**src/congestion_window_update_macros.svh**
```systemverilog
// Assertion macros shared by the congestion window update block.
`ifndef CONGESTION_WINDOW_UPDATE_MACROS_SVH
`define CONGESTION_WINDOW_UPDATE_MACROS_SVH

// Same-cycle implication, sampled on clk, off during reset.
`define CWU_ASSERT_NOW(label, ante, cons, msg) \
	label: assert property (@(posedge clk) disable iff (!arst_n) (ante) |-> (cons)) \
		else $error(msg);

// Next-cycle implication, sampled on clk, off during reset.
`define CWU_ASSERT_NEXT(label, ante, cons, msg) \
	label: assert property (@(posedge clk) disable iff (!arst_n) (ante) |=> (cons)) \
		else $error(msg);

`endif

```
**src/cwu_pkg.sv**
```systemverilog
// Types and constants of the congestion window update block.
package cwu_pkg;

	localparam int WIN_W = 10;
	localparam int THR_W = 11;
	localparam int OPND_W = 14;
	localparam int ACC_W = 19;
	localparam int QUOT_W = 5;
	localparam int CNT_W = 4;

	localparam logic [THR_W-1:0] THRESH_UNBOUNDED = 11'd2047;
	localparam logic [CNT_W-1:0] MUL_STEPS = 4'd9;
	localparam logic [CNT_W-1:0] DIV_STEPS = 4'd14;

	typedef enum logic [1:0] {
		REG_INITIAL_WINDOW      = 2'd0,
		REG_SLOW_START_INCREASE = 2'd1,
		REG_AVOIDANCE_INCREASE  = 2'd2,
		REG_DECREASE_FACTOR     = 2'd3
	} cfg_reg_t;

	typedef enum logic [2:0] {
		ST_IDLE = 3'b001,
		ST_RUN  = 3'b010,
		ST_FIN  = 3'b100
	} state_t;

	typedef enum logic [1:0] {
		KIND_RESTART = 2'd0,
		KIND_LOSS    = 2'd1,
		KIND_SLOW    = 2'd2,
		KIND_AVOID   = 2'd3
	} kind_t;

	typedef enum logic {
		OP_MUL = 1'b0,
		OP_DIV = 1'b1
	} unit_op_t;

	typedef struct packed {
		logic     start;
		unit_op_t op;
	} unit_req_t;

	typedef struct packed {
		logic busy;
		logic done;
	} unit_rsp_t;

endpackage

```
**src/cwu_shared_unit.sv**
```systemverilog
// Shared add/subtract unit: shift-add multiply and restoring divide, one bit a cycle.
module cwu_shared_unit (
	input  logic                              clk,
	input  logic                              arst_n,
	input  cwu_pkg::unit_req_t                req,
	input  logic [cwu_pkg::OPND_W-1:0]        mcand,
	input  logic [cwu_pkg::OPND_W-1:0]        opnd,
	output cwu_pkg::unit_rsp_t                rsp,
	output logic [cwu_pkg::ACC_W-1:0]         acc,
	output logic [cwu_pkg::QUOT_W-1:0]        quot
);

	logic                              busy_q;
	logic                              done_q;
	cwu_pkg::unit_op_t                 op_q;
	logic [cwu_pkg::CNT_W-1:0]         cnt_q;
	logic [cwu_pkg::ACC_W-1:0]         acc_q;
	logic [cwu_pkg::OPND_W-1:0]        bits_q;
	logic [cwu_pkg::OPND_W-1:0]        y_q;

	logic                              sub;
	logic [cwu_pkg::ACC_W-1:0]         x;
	logic [cwu_pkg::ACC_W-1:0]         y_ext;
	logic [cwu_pkg::ACC_W-1:0]         addend;
	logic [cwu_pkg::ACC_W:0]           sum;
	logic [cwu_pkg::ACC_W-1:0]         acc_next;
	logic                              bit_in;

	always_comb begin
		sub = (op_q == cwu_pkg::OP_DIV);
		x = {acc_q[cwu_pkg::ACC_W-2:0], sub & bits_q[cwu_pkg::OPND_W-1]};
		y_ext = {{(cwu_pkg::ACC_W-cwu_pkg::OPND_W){1'b0}}, y_q};
		if (sub) begin
			addend = ~y_ext;
		end else if (bits_q[cwu_pkg::OPND_W-1]) begin
			addend = y_ext;
		end else begin
			addend = '0;
		end
		sum = {1'b0, x} + {1'b0, addend} + {{cwu_pkg::ACC_W{1'b0}}, sub};
		if (sub && !sum[cwu_pkg::ACC_W]) begin
			acc_next = x;
		end else begin
			acc_next = sum[cwu_pkg::ACC_W-1:0];
		end
		bit_in = sub & sum[cwu_pkg::ACC_W];
	end

	always_ff @(posedge clk or negedge arst_n) begin
		if (!arst_n) begin
			busy_q <= 1'b0;
			done_q <= 1'b0;
			op_q <= cwu_pkg::OP_MUL;
			cnt_q <= '0;
		end else begin
			done_q <= 1'b0;
			if (req.start) begin
				busy_q <= 1'b1;
				op_q <= req.op;
				cnt_q <= (req.op == cwu_pkg::OP_DIV) ? cwu_pkg::DIV_STEPS : cwu_pkg::MUL_STEPS;
			end else if (busy_q) begin
				cnt_q <= cnt_q - 1'b1;
				if (cnt_q == 4'd1) begin
					busy_q <= 1'b0;
					done_q <= 1'b1;
				end
			end
		end
	end

	always_ff @(posedge clk) begin
		if (req.start) begin
			acc_q <= '0;
			bits_q <= opnd;
			y_q <= mcand;
		end else if (busy_q) begin
			acc_q <= acc_next;
			bits_q <= {bits_q[cwu_pkg::OPND_W-2:0], bit_in};
		end
	end

	assign rsp.busy = busy_q;
	assign rsp.done = done_q;
	assign acc = acc_q;
	assign quot = bits_q[cwu_pkg::QUOT_W-1:0];

endmodule

```
**src/congestion_window_update.sv**
```systemverilog
// Top level of the congestion window update block.
//
// One input beat per acknowledgement event (restart, loss) on in_valid/in_ready;
// one result beat (window, in_slow_start) per event on out_valid/out_ready.
// Registers are written on cfg_valid/cfg_ready with cfg_index and cfg_data;
// cfg_ready is always high. Write them only while the block is idle.
// Restart and slow-start growth go straight to the finish state; a loss first
// runs 9 multiply steps and avoidance growth 14 restoring divide steps.
// All steps run through one shared add/subtract unit, so one event is in
// flight at a time; in_ready is high only while the sequencer is idle.
// The result sits in an output register, so the next event is taken while
// it waits; a stalled receiver holds the finished update until out_ready.
// Reset sets window 1, threshold unbounded and the register defaults.
`include "congestion_window_update_macros.svh"

module congestion_window_update #(
	parameter int MAX_WINDOW = 1000
) (
	input  logic       clk,
	input  logic       arst_n,
	input  logic       in_valid,
	output logic       in_ready,
	input  logic       restart,
	input  logic       loss,
	output logic       out_valid,
	input  logic       out_ready,
	output logic [9:0] window,
	output logic       in_slow_start,
	input  logic       cfg_valid,
	output logic       cfg_ready,
	input  logic [1:0] cfg_index,
	input  logic [9:0] cfg_data
);

	localparam logic [11:0] MAX_W12 = 12'(MAX_WINDOW);

	cwu_pkg::state_t                   state_q;
	cwu_pkg::kind_t                    kind_q;
	logic [cwu_pkg::WIN_W-1:0]         init_q;
	logic [7:0]                        ssi_q;
	logic [7:0]                        ai_q;
	logic [8:0]                        factor_q;
	logic [cwu_pkg::WIN_W-1:0]         cur_w_q;
	logic [cwu_pkg::THR_W-1:0]         thr_q;
	logic                              out_valid_q;
	logic [cwu_pkg::WIN_W-1:0]         window_q;
	logic                              slow_q;

	logic                              in_fire;
	logic                              fin_fire;
	logic                              is_slow;
	cwu_pkg::kind_t                    kind_in;
	cwu_pkg::unit_req_t                req;
	cwu_pkg::unit_rsp_t                rsp;
	logic [cwu_pkg::OPND_W-1:0]        mcand;
	logic [cwu_pkg::OPND_W-1:0]        opnd;
	logic [cwu_pkg::ACC_W-1:0]         acc;
	logic [cwu_pkg::QUOT_W-1:0]        quot;
	logic [cwu_pkg::OPND_W-1:0]        w_x16;
	logic [cwu_pkg::ACC_W:0]           prod_rnd;
	logic [8:0]                        ss_sum;
	logic [11:0]                       raw_w;
	logic [cwu_pkg::WIN_W-1:0]         new_w;
	logic [cwu_pkg::THR_W-1:0]         new_thr;

	function automatic logic [9:0] cap_win(input logic [11:0] v);
		logic [9:0] r;
		if (v == 12'd0) begin
			r = 10'd1;
		end else if (v > MAX_W12) begin
			r = MAX_W12[9:0];
		end else begin
			r = v[9:0];
		end
		return r;
	endfunction

	assign in_ready = (state_q == cwu_pkg::ST_IDLE);
	assign in_fire = in_valid & in_ready;
	assign fin_fire = (state_q == cwu_pkg::ST_FIN) & (!out_valid_q | out_ready);
	assign cfg_ready = 1'b1;

	always_comb begin
		is_slow = ({cur_w_q, 1'b0} <= thr_q);
		priority if (restart) begin
			kind_in = cwu_pkg::KIND_RESTART;
		end else if (loss) begin
			kind_in = cwu_pkg::KIND_LOSS;
		end else if (is_slow) begin
			kind_in = cwu_pkg::KIND_SLOW;
		end else begin
			kind_in = cwu_pkg::KIND_AVOID;
		end
		w_x16 = {cur_w_q, 4'b0};
		req.start = in_fire & ((kind_in == cwu_pkg::KIND_LOSS) |
			(kind_in == cwu_pkg::KIND_AVOID));
		req.op = (kind_in == cwu_pkg::KIND_LOSS) ? cwu_pkg::OP_MUL : cwu_pkg::OP_DIV;
		if (kind_in == cwu_pkg::KIND_LOSS) begin
			mcand = {4'b0, cur_w_q};
			opnd = {factor_q, 5'b0};
		end else begin
			mcand = w_x16;
			opnd = {6'b0, ai_q} + w_x16 - 14'd1;
		end
	end

	cwu_shared_unit u_unit (
		.clk    (clk),
		.arst_n (arst_n),
		.req    (req),
		.mcand  (mcand),
		.opnd   (opnd),
		.rsp    (rsp),
		.acc    (acc),
		.quot   (quot)
	);

	always_comb begin
		prod_rnd = {1'b0, acc} + 20'd255;
		ss_sum = {1'b0, ssi_q} + 9'd15;
		new_thr = thr_q;
		unique case (kind_q)
			cwu_pkg::KIND_RESTART: begin
				raw_w = {2'b0, init_q};
				new_thr = cwu_pkg::THRESH_UNBOUNDED;
			end
			cwu_pkg::KIND_LOSS: begin
				raw_w = prod_rnd[19:8];
				new_thr = {1'b0, cur_w_q};
			end
			cwu_pkg::KIND_SLOW: begin
				raw_w = {2'b0, cur_w_q} + {7'b0, ss_sum[8:4]};
			end
			cwu_pkg::KIND_AVOID: begin
				raw_w = {2'b0, cur_w_q} + {7'b0, quot};
			end
			default: begin
				raw_w = {2'b0, cur_w_q};
			end
		endcase
		new_w = cap_win(raw_w);
	end

	always_ff @(posedge clk or negedge arst_n) begin
		if (!arst_n) begin
			state_q <= cwu_pkg::ST_IDLE;
			init_q <= 10'd1;
			ssi_q <= 8'd16;
			ai_q <= 8'd16;
			factor_q <= 9'd128;
			cur_w_q <= 10'd1;
			thr_q <= cwu_pkg::THRESH_UNBOUNDED;
			out_valid_q <= 1'b0;
		end else begin
			if (cfg_valid && cfg_ready) begin
				unique case (cwu_pkg::cfg_reg_t'(cfg_index))
					cwu_pkg::REG_INITIAL_WINDOW:      init_q <= cfg_data;
					cwu_pkg::REG_SLOW_START_INCREASE: ssi_q <= cfg_data[7:0];
					cwu_pkg::REG_AVOIDANCE_INCREASE:  ai_q <= cfg_data[7:0];
					cwu_pkg::REG_DECREASE_FACTOR:     factor_q <= cfg_data[8:0];
					default: ;
				endcase
			end
			unique case (state_q)
				cwu_pkg::ST_IDLE: begin
					if (in_fire) begin
						state_q <= req.start ? cwu_pkg::ST_RUN : cwu_pkg::ST_FIN;
					end
				end
				cwu_pkg::ST_RUN: begin
					if (rsp.done) begin
						state_q <= cwu_pkg::ST_FIN;
					end
				end
				cwu_pkg::ST_FIN: begin
					if (fin_fire) begin
						cur_w_q <= new_w;
						thr_q <= new_thr;
						state_q <= cwu_pkg::ST_IDLE;
					end
				end
				default: begin
					state_q <= cwu_pkg::ST_IDLE;
				end
			endcase
			if (fin_fire) begin
				out_valid_q <= 1'b1;
			end else if (out_ready) begin
				out_valid_q <= 1'b0;
			end
		end
	end

	always_ff @(posedge clk) begin
		if (in_fire) begin
			kind_q <= kind_in;
		end
		if (fin_fire) begin
			window_q <= new_w;
			slow_q <= ({new_w, 1'b0} <= new_thr);
		end
	end

	assign out_valid = out_valid_q;
	assign window = window_q;
	assign in_slow_start = slow_q;

	`CWU_ASSERT_NOW(a_window_range, out_valid_q, (window_q != 10'd0) && ({2'b0, window_q} <= MAX_W12), "window out of range")
	`CWU_ASSERT_NOW(a_busy_not_ready, rsp.busy, !in_ready, "input taken while unit busy")
	`CWU_ASSERT_NOW(a_done_in_run, rsp.done, state_q == cwu_pkg::ST_RUN, "unit done outside run state")
	`CWU_ASSERT_NEXT(a_restart_direct, in_fire && restart, state_q == cwu_pkg::ST_FIN, "restart did not finish directly")

endmodule
```
**config.mk**
```make
export PLATFORM = sky130hd
export DESIGN_NAME = congestion_window_update
export DESIGN_NICKNAME = d
export VERILOG_FILES = /design/src/cwu_pkg.sv /design/src/cwu_shared_unit.sv /design/src/congestion_window_update.sv
export VERILOG_INCLUDE_DIRS = /design/src /design/src/src
export SDC_FILE = /design/constraint.sdc
export NUM_CORES = 1
export LEC_CHECK = 0
export BUFFER_PORTS_ARGS = -buffer_cell sky130_fd_sc_hd__buf_4
export CAP_MARGIN = 10
export CORE_MARGIN = 1.5
export CORE_UTILIZATION = 35
export DETAILED_ROUTE_END_ITERATION = 10
export GPL_TIMING_DRIVEN = 0
export HOLD_SLACK_MARGIN = 0.15
export MAX_ROUTING_LAYER = met4
export PLACE_DENSITY = 0.51
export SLEW_MARGIN = 25
export SYNTH_ARGS = -nofsm -noshare
export SYNTH_HDL_FRONTEND = slang
export SYNTH_SLANG_ARGS = --single-unit
```
**constraint.sdc**
```tcl
create_clock -name clk -period 6.4 [get_ports clk]
set_input_delay 0.96 -clock clk [delete_from_list [all_inputs] [get_ports clk]]
set_output_delay 0.96 -clock clk [all_outputs]
set_load 0.05 [all_outputs]
```
# Word-level counts from Yosys, hierarchy flattened
# Cells that the tools add are included.
[classes]
n_reduce_logical = 14
eq_ne = 15
n_mux = 31
n_addsub = 9
bitwise_logic = 8
order_cmp = 3
[ops]
columns = ["cell", "n"]
rows = [
  ["2-to-1 mux 14 bit", 4],
  ["one-hot mux 12 bit (4 select lines)", 1],
  ["2-to-1 mux 19 bit", 2],
  ["2-to-1 mux 10 bit", 3],
  ["adder 10 x 5 -> 11 bit", 2],
  ["<= comparator 11 bit", 2],
  ["one-hot mux 11 bit (2 select lines)", 1],
  ["adder 19 x 19 -> 20 bit", 1],
  ["adder 19 x 8 -> 20 bit, second input constant", 1],
  ["adder 20 x 1 -> 20 bit", 1],
  ["inverter 14 -> 19 bit", 1],
  ["2-to-1 mux 3 bit", 5],
  ["adder 8 x 14 -> 14 bit", 1],
  ["subtractor 14 x 1 -> 14 bit, second input constant", 1],
  ["greater-than comparator 12 x 10 -> 1 bit, second input constant", 1],
  ["zero test 12 bit", 1],
  ["equality test 2 bit, second input constant", 5],
  ["2-to-1 mux 1 bit", 10],
  ["AND reduction 2 bit", 5],
  ["adder 8 x 4 -> 9 bit, second input constant", 1],
  ["one-hot mux 3 bit (3 select lines)", 1],
  ["2-to-1 mux 4 bit", 2],
  ["equality test 2 x 1 -> 1 bit, second input constant", 3],
  ["bitwise AND 1 bit", 5],
  ["14 further kinds", 20],
]
[totals]
input_bits = 19
reg_bits = 127
wordCells = 100
output_inout_bits = 14

# Logic depth before layout (Yosys ltp)
# Gate-level depths: netlist of the first run.
[logic_depth]
ltp_word = 10
depth_mapped = 25
mapped_depth_nobuf = 23

# Cells and area by module
# From an unflattened synthesis of the first run, not the netlist that was laid out.
[unflattened]
cells_unflattened = 897
area_unflattened_um2 = 8558.2
[by_module_without_submodules]
columns = ["mod", "cells_each", "n_inst", "seq_area_each_um2", "area_per_inst_um2"]
rows = [
  ["congestion_window_update", 569, 1, 1913.1, 5242.5],
  ["cwu_shared_unit", 328, 1, 1396.3, 3315.7],
]

# Worst setup path before layout of the first run
# Ideal clock, no wire load.
[synth_path]
kind = "register -> register"
start = "register kind_q[0]"
end = "register slow_q, in the netlist in_slow_start, data pin"
n_path_buf = 2
period_less_slack_ns = 4.820
slack_ns = 1.580
t_arrival_ns = 4.651
stages_incl_launch_ff = 25
required_time_ns = 6.231
path_cell_list = "edfxtp_1 -> clkbuf_1 -> clkbuf_1 -> nand2_1 -> a21oi_1 -> ha_1 -> inv_1 -> fa_1 -> nand3b_1 -> a21boi_0 -> o211a_1 -> mux2i_1 -> a211oi_1 -> or3_4 -> o21ai_4 -> or3_1 -> ha_1 -> a21oi_1 -> nor2b_1 -> o21ai_0 -> nand2b_1 -> a21oi_1 -> o21ai_0 -> a221o_1 -> o31ai_1"
[synth_via]
elab_chain_len = 6
elab_cells_between_ends = 11
cone_classes = "order compare: 2; eq/ne: 3; mux: 4; reduce/logical: 2"
[synth_lines]
columns = ["element", "line_no", "source"]
rows = [
  ["from (decl)", "congestion_window_update.sv:38", "cwu_pkg::kind_t kind_q;"],
  ["from (signal assigned)", "congestion_window_update.sv:196", "kind_q <= kind_in;"],
  ["equality test 2 bit, or another cell as far along", "congestion_window_update.sv:122", "unique case (kind_q)"],
  ["one-hot mux 12 bit (4 select lines) *", "congestion_window_update.sv:122", ""],
  ["greater-than comparator 12 x 10 -> 1 bit", "congestion_window_update.sv:70", "end else if (v > MAX_W12) begin"],
  ["2-to-1 mux 10 bit", "congestion_window_update.sv:70", ""],
  ["2-to-1 mux 10 bit *", "congestion_window_update.sv:68", "if (v == 12'd0) begin"],
  ["via new_w (one bit)", "congestion_window_update.sv:63", "logic [cwu_pkg::WIN_W-1:0] new_w;"],
  ["<= comparator 11 bit *", "congestion_window_update.sv:200", "slow_q <= ({new_w, 1'b0} <= new_thr);"],
  ["to (signal assigned)", "congestion_window_update.sv:200", ""],
  ["to (decl)", "congestion_window_update.sv:47", "logic slow_q;"],
]
# Mark *: on every way through the listed nets, which the timed path passes. The rest lies on a longest branch.
# A chain may end at the register's enable or synchronous reset.

# Worst setup path in the final report of the first run
# Same ends and word-level chain as after synthesis.

==> impl_results.md, run 1 <==
- CTS tree: done
- Critical-path maximum fanout: 10
- Vias per cell: 5.29
- CP most frequent cell: a21oi_1
- Hold Slack: 0.457 ns
- Hold Path Stages: 1
- Final WS setup: 0.430 ns
- Share of cells above drive strength 1: 0.143
- Clock buffer depth: 2
- Drt drc: 0
- DIE AREA: 24800 um2
- Synth Flop Type: dfrtp_1
- Commonest non-fill, non-tap cell in the layout: nand2_1
- Leakage Power: 0.00407 uW
- Vias: 6696
- PD cells: 623 nW/um2
- Reg2Reg Setup Slack: 0.43 ns
- RSZ-0062 raised after global routing: no
- First-pass GRT wire length: 36.1 mm
- Clock slew at reported path FFs: 0.06 ns
- Wire length per cell: 17.8 um
- Antenna diodes: 0
- Setup bufs post-CTS: 0
- Critical Path RT: 6.65 ns
- Worst slew pin tran: 1.01 ns
- Worst Skew: 0.00921 ns
- Die height: 158 um
- Reg2reg start: kind_q[0]
- YS warnings: 0
- Num Clock Sinks: 127
- Count of cell types in the netlist: 75
- Arr. time, crit path: 6.22 ns
- Post-Route WL: 22.5 mm
- Number of max-cap violations: 0
- Worst vdd ir: 0.181 mV
- Asr flop ratio synth: 0.528
- CP Class: register to register
- Slowest CP cell: clkbuf_1
- Kind of cell adding the most delay to the critical path: compound AO/OA/AOI/OAI gates
- Post-Place Cell Area: 8990 um2
- Htree depth: 4
- Min Tclk post-route: 5.97 ns
- Final setup fails: 0
- Period utilisation layout: 0.933
- Place WS: 0.497 ns
- Post-synth top area share: 0.150
- Max-slew headroom: 0.320
- Clock latency on the worst-skew pair: 0.42 ns
- Largest net degree at the start of global routing: 68
- Syn nets: 972
- Core area: 23500 um2
- Synth top area cells: dfrtp_1, edfxtp_1, ha_1
- Flops & latches, synth: 127
- Syn Area/Cell: 9.47 um2
- Final Hold Vio Count: 0
- Port bufs: 31
- Initial antenna violation count: 0
- Worst-path cell chain: clkbuf_1, clkbuf_1, nand2_1, a21oi_1, ha_1, inv_1, fa_1, nand3b_1, a21boi_0, o211a_1, mux2i_1, a211oi_1, or3_4, o21ai_4, or3_1, ha_1, a21oi_1, nor2b_1, o21ai_0, nand2b_1, a21oi_1, o21ai_0, a221o_1, o31ai_1
- Num CTS Buffers: 17
- Total GRT Usage: 0.198
- FF-to-FF path depth: 24
- Seq/Total Area, Yosys: 0.396
- Chip Width: 158 um
- Status: finished, final reports clean
- Clock tree root buffer cell: clkbuf_16
- Worst setup EP type: register
- DP HPWL: 17.2 mm
- RR Endpoint: in_slow_start
- Gpl congestion: 0.890
- DR pass1 iterations: 5
- Layout area overhead: 14.2%
- DRT antenna net count: 0
- Hold Crit Start: u_unit.done_q
- Post-CTS Hold Buffers: 0
- Grt total ovfl: 0
- Post-synth EDFFs: 41
- I/O pin cnt: 33
- Cells after synthesis: 883
- Initial Utilization: 0.356
- CP bufs+invs: 3
- Post-Synthesis Cell Area: 8360 um2
- Fin. max-slew vios: 0
- Maximum operating frequency: 0.168 GHz
- Setup TNS: 0 ns
- 1st-iter DRT viols: 418
- Hold crit path type: register to register
- Most frequent cells in the layout: nand2_1, o21ai_0, ha_1
- Yosys top cell by area: dfrtp_1
- CP Launch Type: register
- Vias in the first global route: 6410
- Origin of the worst setup path: kind_q[0]
- # rows: 56
- Design Area, Final: 9550 um2
- Post_cts resized: 0
- Hold Crit Endpoint: state_q[1]
- Layout Nets: 1022
- CP max stage delay: 0.46 ns
-- metrics by stage --
step | cells | utilization | total power, uW
after floorplan | 883 | - | 4130
after global placement | 1233 | 0.383 | 4990
after detailed placement | 1233 | 0.383 | 5010
after CTS | 1265 | 0.407 | 5980
after global routing | 1265 | 0.407 | 6490
final | 1265 | 0.407 | 5950
-- synth_stat cells, drive strengths merged, types with 6 or more instances --
master and n:
a211oi 9, a21o 15, a21oi 56, a22oi 9
a31oi 10, and3 6, buf 8, clkbuf 24
dfrtp 50, dfstp 17, dfxtp 19, edfxtp 41
ha 66, inv 63, mux2 35, mux2i 20
nand2 90, nand2b 8, nand3 23, nand3b 8
nor2 51, nor2b 10, nor3 14, o211ai 7
o21a 11, o21ai 81, o22ai 9, o31ai 11
xnor2 27, xor2 9
-- layer usage --
metal  up-vias  routed length (um)  GRT usage
met5         -                   0          -
met2       130               10000      0.299
li1       3324                   -          -
met4         0                 343     0.0481
met3        23                 870     0.0383
met1      3219               11300      0.273
-- worst reg2reg max path, cell delays in order, from the launching register on --
cell	delay, ns
edfxtp_1	0.32
clkbuf_1	0.32
clkbuf_1	0.47
nand2_1	0.31
a21oi_1	0.23
ha_1	0.19
inv_1	0.05
fa_1	0.40
nand3b_1	0.20
a21boi_0	0.32
o211a_1	0.25
mux2i_1	0.36
a211oi_1	0.09
or3_4	0.37
o21ai_4	0.28
or3_1	0.22
ha_1	0.26
a21oi_1	0.15
nor2b_1	0.06
o21ai_0	0.15
nand2b_1	0.08
a21oi_1	0.18
o21ai_0	0.13
a221o_1	0.36
o31ai_1	0.07
-- worst max path at each step --
| stage | to | slack (ns) | depth (start not counted) |
|---|---|---|---|
| final | in_slow_start | 0.43 | 24 |
| after global routing | in_slow_start | 0.04 | 24 |
| after CTS | in_slow_start | 0.44 | 24 |
| after detailed placement | in_slow_start | 0.50 | 24 |
| after global placement | in_slow_start | 0.53 | 24 |
| after floorplan | in_slow_start | 1.58 | 24 |
-- sequential cells by signal, indices dropped and copies added, names as in the netlist --
register and flops:
ssi_q 8, out_valid 1, u_unit.busy_q 1, factor_q 9
u_unit.bits_q 14, u_unit.y_q 14, ai_q 8, cur_w_q 10
u_unit.acc 19, u_unit.cnt_q 4, u_unit.op_q 1, kind_q 2
u_unit.done_q 1, init_q 10, thr_q 11, state_q 3
in_slow_start 1, window 10
-- final cells by class --
cell class,count,area (um2)
Buffer,32,131
Multi-Input combinational cell,661,4690
Clock buffer,19,454
Tap cell,319,399
Inverter,63,236
Fill cell,2359,13900
Clock inverter,13,101
Sequential cell,127,3310
Timing Repair Buffer,31,233
-- kinds of logic (layout without fill, tap and decap cells) --
| group | count (synthesis) | after routing | share of synthesized area |
|---|---|---|---|
| AO/OA/AOI/OAI | 260 | 260 | 0.203 |
| XOR/XNOR | 36 | 36 | 0.0377 |
| adder cells (fa/ha/maj) | 70 | 70 | 0.108 |
| buffers and inverters | 95 | 158 | 0.0440 |
| flip-flops | 127 | 127 | 0.396 |
| multiplexers | 55 | 55 | 0.0711 |
| other | 1 | 1 | 0.000448 |
| AND/OR/NAND/NOR | 239 | 239 | 0.140 |
-- report_power, final --
group / leakage [uW] / total [uW] / internal, uW / switching (uW)
sequential: 0.00133 / 1580 / 1240 / 343
clock: 0.000278 / 928 / 525 / 403
combinational: 0.00247 / 3440 / 1460 / 1990
(Power assumes the default switching activity.)
==> run 2: changes to the inputs <==
CORE_UTILIZATION = 50   (was 35)
HOLD_SLACK_MARGIN = 0.1   (was 0.15)
PLACE_DENSITY = 0.67   (was 0.51)
==> impl_results.md, run 2 (synthesis results as in run 1) <==
- # rows: 47 (-16%)
- Setup TNS: 0 ns (unchanged)
- Grt total ovfl: 0 (unchanged)
- Place WS: 0.544 ns (+0.0473 ns)
- Initial Utilization: 0.508 (+0.152)
- DRT antenna net count: 0 (unchanged)
- Vias in the first global route: 6336 (-1.2%)
- Sequential Area: 3310 um2 (unchanged)
- Htree depth: 4 (unchanged)
- Core area: 16500 um2 (-30%)
- Clock slew at reported path FFs: 0.06 ns (about the same)
- Chip Width: 132 um (-16%)
- Num CTS Buffers: 17 (unchanged)
- Kind of cell adding the most delay to the critical path: compound AO/OA/AOI/OAI gates
- Gpl congestion: 0.987 (+11%)
- Most frequent cells in the layout: nand2_1, o21ai_0, ha_1
- Critical-path maximum fanout: 10 (unchanged)
- Fin. max-slew vios: 0 (unchanged)
- Layout area overhead: 13.6%
- Hold Crit Endpoint: state_q[1]
- Setup bufs post-CTS: 0 (unchanged)
- Worst slew pin tran: 0.902 ns (-0.106 ns)
- CP max stage delay: 0.47 ns (about the same)
- Hold crit path type: register to register
- CP most frequent cell: a21oi_1
- I/O pin cnt: 33 (unchanged)
- Post-CTS Hold Buffers: 0 (unchanged)
- Filler Cells Inserted: 1483 (-37%)
- Number of max-cap violations: 0 (unchanged)
- Max-slew headroom: 0.391 (+0.0713)
- Worst setup EP type: register
- Share of cells above drive strength 1: 0.146 (+0.00317)
- Area of the multi-input gates: 4690 um2 (unchanged)
- RSZ-0062 raised after global routing: no
- Slowest CP cell: edfxtp_1
- 1st-iter DRT viols: 506 (+21%)
- Wire length per cell: 18.1 um (+1.7%)
- CP Class: register to register
- Max reg flops: 19 (unchanged)
- Hold Crit Start: u_unit.done_q
- Total GRT Usage: 0.257 (+0.0586)
- Clock buffer depth: 2 (unchanged)
- RR Endpoint: in_slow_start
- Drt drc: 0 (unchanged)
- Hold Path Stages: 1 (unchanged)
- Final WS setup: 0.638 ns (+0.208 ns)
- Num Clock Sinks: 127 (unchanged)
- Leakage Power: 0.00412 uW (+1.0%)
- Clock latency on the worst-skew pair: 0.42 ns (about the same)
- Post-Route WL: 21.1 mm (-6.3%)
- DP HPWL: 15.9 mm (-7.6%)
- Clock tree root buffer cell: clkbuf_16
- CP bufs+invs: 3 (unchanged)
- Final setup fails: 0 (unchanged)
- Final Hold Vio Count: 0 (unchanged)
- Maximum operating frequency: 0.174 GHz (+3.6%)
- PD cells: 636 nW/um2 (+2.0%)
- Die height: 132 um (-16%)
- Period utilisation layout: 0.900 (-0.0324)
- Min Tclk post-route: 5.76 ns (-0.208 ns)
- Post_cts resized: 0 (unchanged)
- Worst Skew: 0.00984 ns (+0.000631 ns)
- DR pass1 iterations: 5 (unchanged)
- Initial antenna violation count: 0 (unchanged)
- Critical Path RT: 6.63 ns (-0.02 ns)
- First-pass GRT wire length: 34.0 mm (-5.8%)
- Worst vdd ir: 0.235 mV (+30%)
- Status: finished, final reports clean
- Arr. time, crit path: 6.00 ns (-0.22 ns)
- Layout Nets: 1022 (unchanged)
- Antenna diodes: 0 (unchanged)
- Vias: 6761 (+0.97%)
- Commonest non-fill, non-tap cell in the layout: nand2_1
- Reg2Reg Setup Slack: 0.64 ns (+0.21 ns)
- DIE AREA: 17500 um2 (-29%)
- CP Launch Type: register
- CTS tree: done
- Port bufs: 31 (unchanged)
- Largest net degree at the start of global routing: 68 (unchanged)
- Reg2reg start: kind_q[1]
- FF-to-FF path depth: 25 (+4.2%)
- Vias per cell: 5.80 (+9.5%)
[run 2: changes by cell type in the layout (fill, tap and decap cells not counted)]
cell        change
clkbuf_8        +1
bufinv_16       +1
clkbuf_16       +3
clkinv_2        +1
clkbuf_1        -3
clkinv_4        -3
clkbuf_2        +2
inv_6           -3
clkinvlp_4      +1
[run 2: worst max-delay path by stage]
stage	from	end	cells after the start
floorplan	kind_q[0]	in_slow_start	24
global placement	kind_q[0]	in_slow_start	24
detailed placement	kind_q[0]	in_slow_start	24
CTS	kind_q[0]	in_slow_start	24
global route	kind_q[0]	in_slow_start	24
finish	kind_q[1]	in_slow_start	25
[run 2: where the power goes]
part / internal (uW) / leakage, uW / switching (uW) / total (uW)
Combinational: 1450 / 0.00247 / 2000 / 3450
Sequential: 1240 / 0.00133 / 336 / 1570
Clock: 639 / 0.000314 / 376 / 1010
Total: 3330 / 0.00412 / 2710 / 6040
[run 2: cell type report]
cell class                 count  share of cell area
buffer                        32              0.0141
sequential                   127               0.348
tap                          220              0.0290
clock buffer                  22              0.0567
timing repair buffer          31              0.0245
multi-input combinational    661               0.493
clock inverter                10             0.00961
inverter                      63              0.0249
[run 2: metrics by stage]
stage | total power (uW) | hold WS, ns | cells | instance area, um2 | utilization
final | 6040 | 0.471 | 1166 | 9500 | 0.577
after global routing | 6550 | 0.491 | 1166 | 9500 | 0.577
after CTS | 6010 | 0.467 | 1166 | 9500 | 0.577
after detailed placement | 4960 | 0.446 | 1134 | 8870 | 0.539
after global placement | 4920 | 0.452 | 1134 | 8870 | 0.539
after floorplan | 4130 | 0.420 | 883 | 8360 | -
[run 2: layer usage]
metal  global-route usage  vias to the layer above  share of wire
met5                    -                        -              0
li1                     -                     3324              -
met4               0.0751                        0          0.018
met1                0.352                     3241           0.48
met2                0.391                      168           0.46
met3               0.0458                       28          0.043
==> run 3: changes to the inputs <==
BUFFER_PORTS_ARGS = -buffer_cell sky130_fd_sc_hd__buf_2   (was -buffer_cell sky130_fd_sc_hd__buf_4)
==> impl_results.md, run 3 (synthesis results as in run 1) <==
- Status: finished, final reports clean
- Vias in the first global route: 6412 (+1.2%)
- Met2 usage: 0.391 (about the same)
- Max reg flops: 19 (unchanged)
- Initial Utilization: 0.508 (unchanged)
- Commonest non-fill, non-tap cell in the layout: nand2_1
- Met1 usage: 0.359 (+0.00734)
- Share of cells above drive strength 1: 0.140 (-0.00543)
- Final setup fails: 0 (unchanged)
- Filler Cells Inserted: 1492 (+0.61%)
- PD cells: 632 nW/um2 (-0.49%)
- First-pass GRT wire length: 34.4 mm (+1.2%)
- Post-Route WL: 21.1 mm (about the same)
- Die height: 132 um (unchanged)
- Clock slew at reported path FFs: 0.06 ns (about the same)
- Total GRT Usage: 0.260 (+0.00331)
- Total power: 5930 uW (-1.8%)
- Kind of cell adding the most delay to the critical path: compound AO/OA/AOI/OAI gates
- Clock latency on the worst-skew pair: 0.43 ns (about the same)
- Layout area overhead: 12.2%
- Sequential Area: 3310 um2 (unchanged)
- Core area: 16500 um2 (unchanged)
- Clock buffer depth: 2 (unchanged)
- CP Launch Type: register
- Grt total ovfl: 0 (unchanged)
- Vias per cell: 5.82 (+0.43%)
- Htree depth: 4 (unchanged)
- Clock tree root buffer cell: clkbuf_16
- 1st-iter DRT viols: 513 (+1.4%)
- Max-slew headroom: 0.305 (-0.0861)
- Gpl congestion: 0.983 (-0.47%)
- DIE AREA: 17500 um2 (unchanged)
- Worst slew pin tran: 1.04 ns (+0.141 ns)
- Most frequent cells in the layout: nand2_1, o21ai_0, ha_1
- Maximum operating frequency: 0.173 GHz (about the same)
- Hold crit path type: primary input to async pin
- Slowest CP cell: fa_1
- RSZ-0062 raised after global routing: no
- Worst-path cell chain: clkbuf_1, clkbuf_2, nand2_1, a21oi_1, ha_1, inv_1, fa_1, nand3b_1, a21boi_0, o211a_1, mux2i_1, a211oi_1, or3_4, o21ai_4, or3_1, ha_1, a21oi_1, nor2b_1, o21ai_0, nand2b_1, a21oi_1, o21ai_0, a221o_1, o31ai_1
- Worst vdd ir: 0.245 mV (+4.3%)
- Min Tclk post-route: 5.77 ns (+0.00336 ns)
- Top Usage Layer GRT: met2
- Chip Width: 132 um (unchanged)
- Area of the multi-input gates: 4690 um2 (unchanged)
- Fin. max-slew vios: 0 (unchanged)
- Port bufs: 31 (unchanged)
- Num CTS Buffers: 17 (unchanged)
- Number of max-cap violations: 0 (unchanged)
- CP Class: register to register
- # rows: 47 (unchanged)
- CP max stage delay: 0.40 ns (-0.07 ns)
- Largest net degree at the start of global routing: 51 (-25%)
- Setup TNS: 0 ns (unchanged)
- I/O pin cnt: 33 (unchanged)
- DR pass1 iterations: 5 (unchanged)
- Arr. time, crit path: 6.00 ns (about the same)
- Worst Skew: 0.00909 ns (-0.000752 ns)
- CP most frequent cell: a21oi_1
- Vias: 6796 (+0.52%)
- Layout Nets: 1023 (+0.098%)
- DP HPWL: 16.0 mm (+0.31%)
- Drt drc: 0 (unchanged)
- CP bufs+invs: 3 (unchanged)
- Worst setup EP type: register
- M3 GR Usage: 0.0488 (+0.00308)
- Hold Slack: 0.419 ns (-0.0520 ns)
- Critical Path RT: 6.63 ns (about the same)
- Num Clock Sinks: 127 (unchanged)
- Initial antenna violation count: 0 (unchanged)
- Period utilisation layout: 0.901 (about the same)
- Antenna diodes: 0 (unchanged)
- DRT antenna net count: 0 (unchanged)
- Post-CTS Hold Buffers: 0 (unchanged)
- Wire length per cell: 18.1 um (about the same)
- Final Hold Vio Count: 0 (unchanged)
- CTS tree: done
- Critical-path maximum fanout: 10 (unchanged)
- Leakage Power: 0.00406 uW (-1.3%)
-- run 3: repair_timing --
item / in CTS / in global routing
endpoints found under the setup margin: 0 / 1
gates resized for setup: 0 / 2
setup buffers: 0 / 0
-- run 3: metal layers --
layer	wire, um	share of wire	up-vias
li1	-	-	3320
met1	10000	0.47	3228
met2	9580	0.45	218
met3	1180	0.056	30
met4	354	0.017	0
met5	0	0	-
-- run 3: area by class of cell --
type / instances / share of cell area
Timing Repair Buffer: 32 / 0.0197
Tap cell: 220 / 0.0293
Clock inverter: 6 / 0.00627
Clock buffer: 26 / 0.0532
Sequential cell: 127 / 0.353
Multi-Input combinational cell: 661 / 0.499
Inverter: 63 / 0.0252
Buffer: 32 / 0.0141
-- run 3: where the power goes --
group	total [uW]	leakage [uW]	internal [uW]	switching, uW
Combinational	3450	0.00246	1440	2000
Sequential	1570	0.00133	1240	331
Clock	922	0.000275	573	349
-- run 3: path summary, 6_finish.rpt --
check,slack (ns),endpoint,start,depth (start not counted)
max in group asynchronous,5.38,state_q[0],arst_n,2
setup / recovery,0.63,in_slow_start,kind_q[0],24
hold / removal,0.42,cur_w_q[6],arst_n,1
hold reg to reg,0.46,state_q[1],u_unit.done_q,1
setup reg to reg,0.63,in_slow_start,kind_q[0],24
min in group clk,0.46,state_q[1],u_unit.done_q,1
-- run 3: metrics by stage --
step | instance area (um2) | util | setup slack [ns] | std cells
floorplan | 8360 | - | 1.58 | 883
global placement | 8790 | 0.534 | 0.545 | 1134
detailed placement | 8820 | 0.536 | 0.553 | 1135
CTS | 9380 | 0.570 | 0.477 | 1167
global route | 9380 | 0.570 | 0.228 | 1167
finish | 9380 | 0.570 | 0.634 | 1167
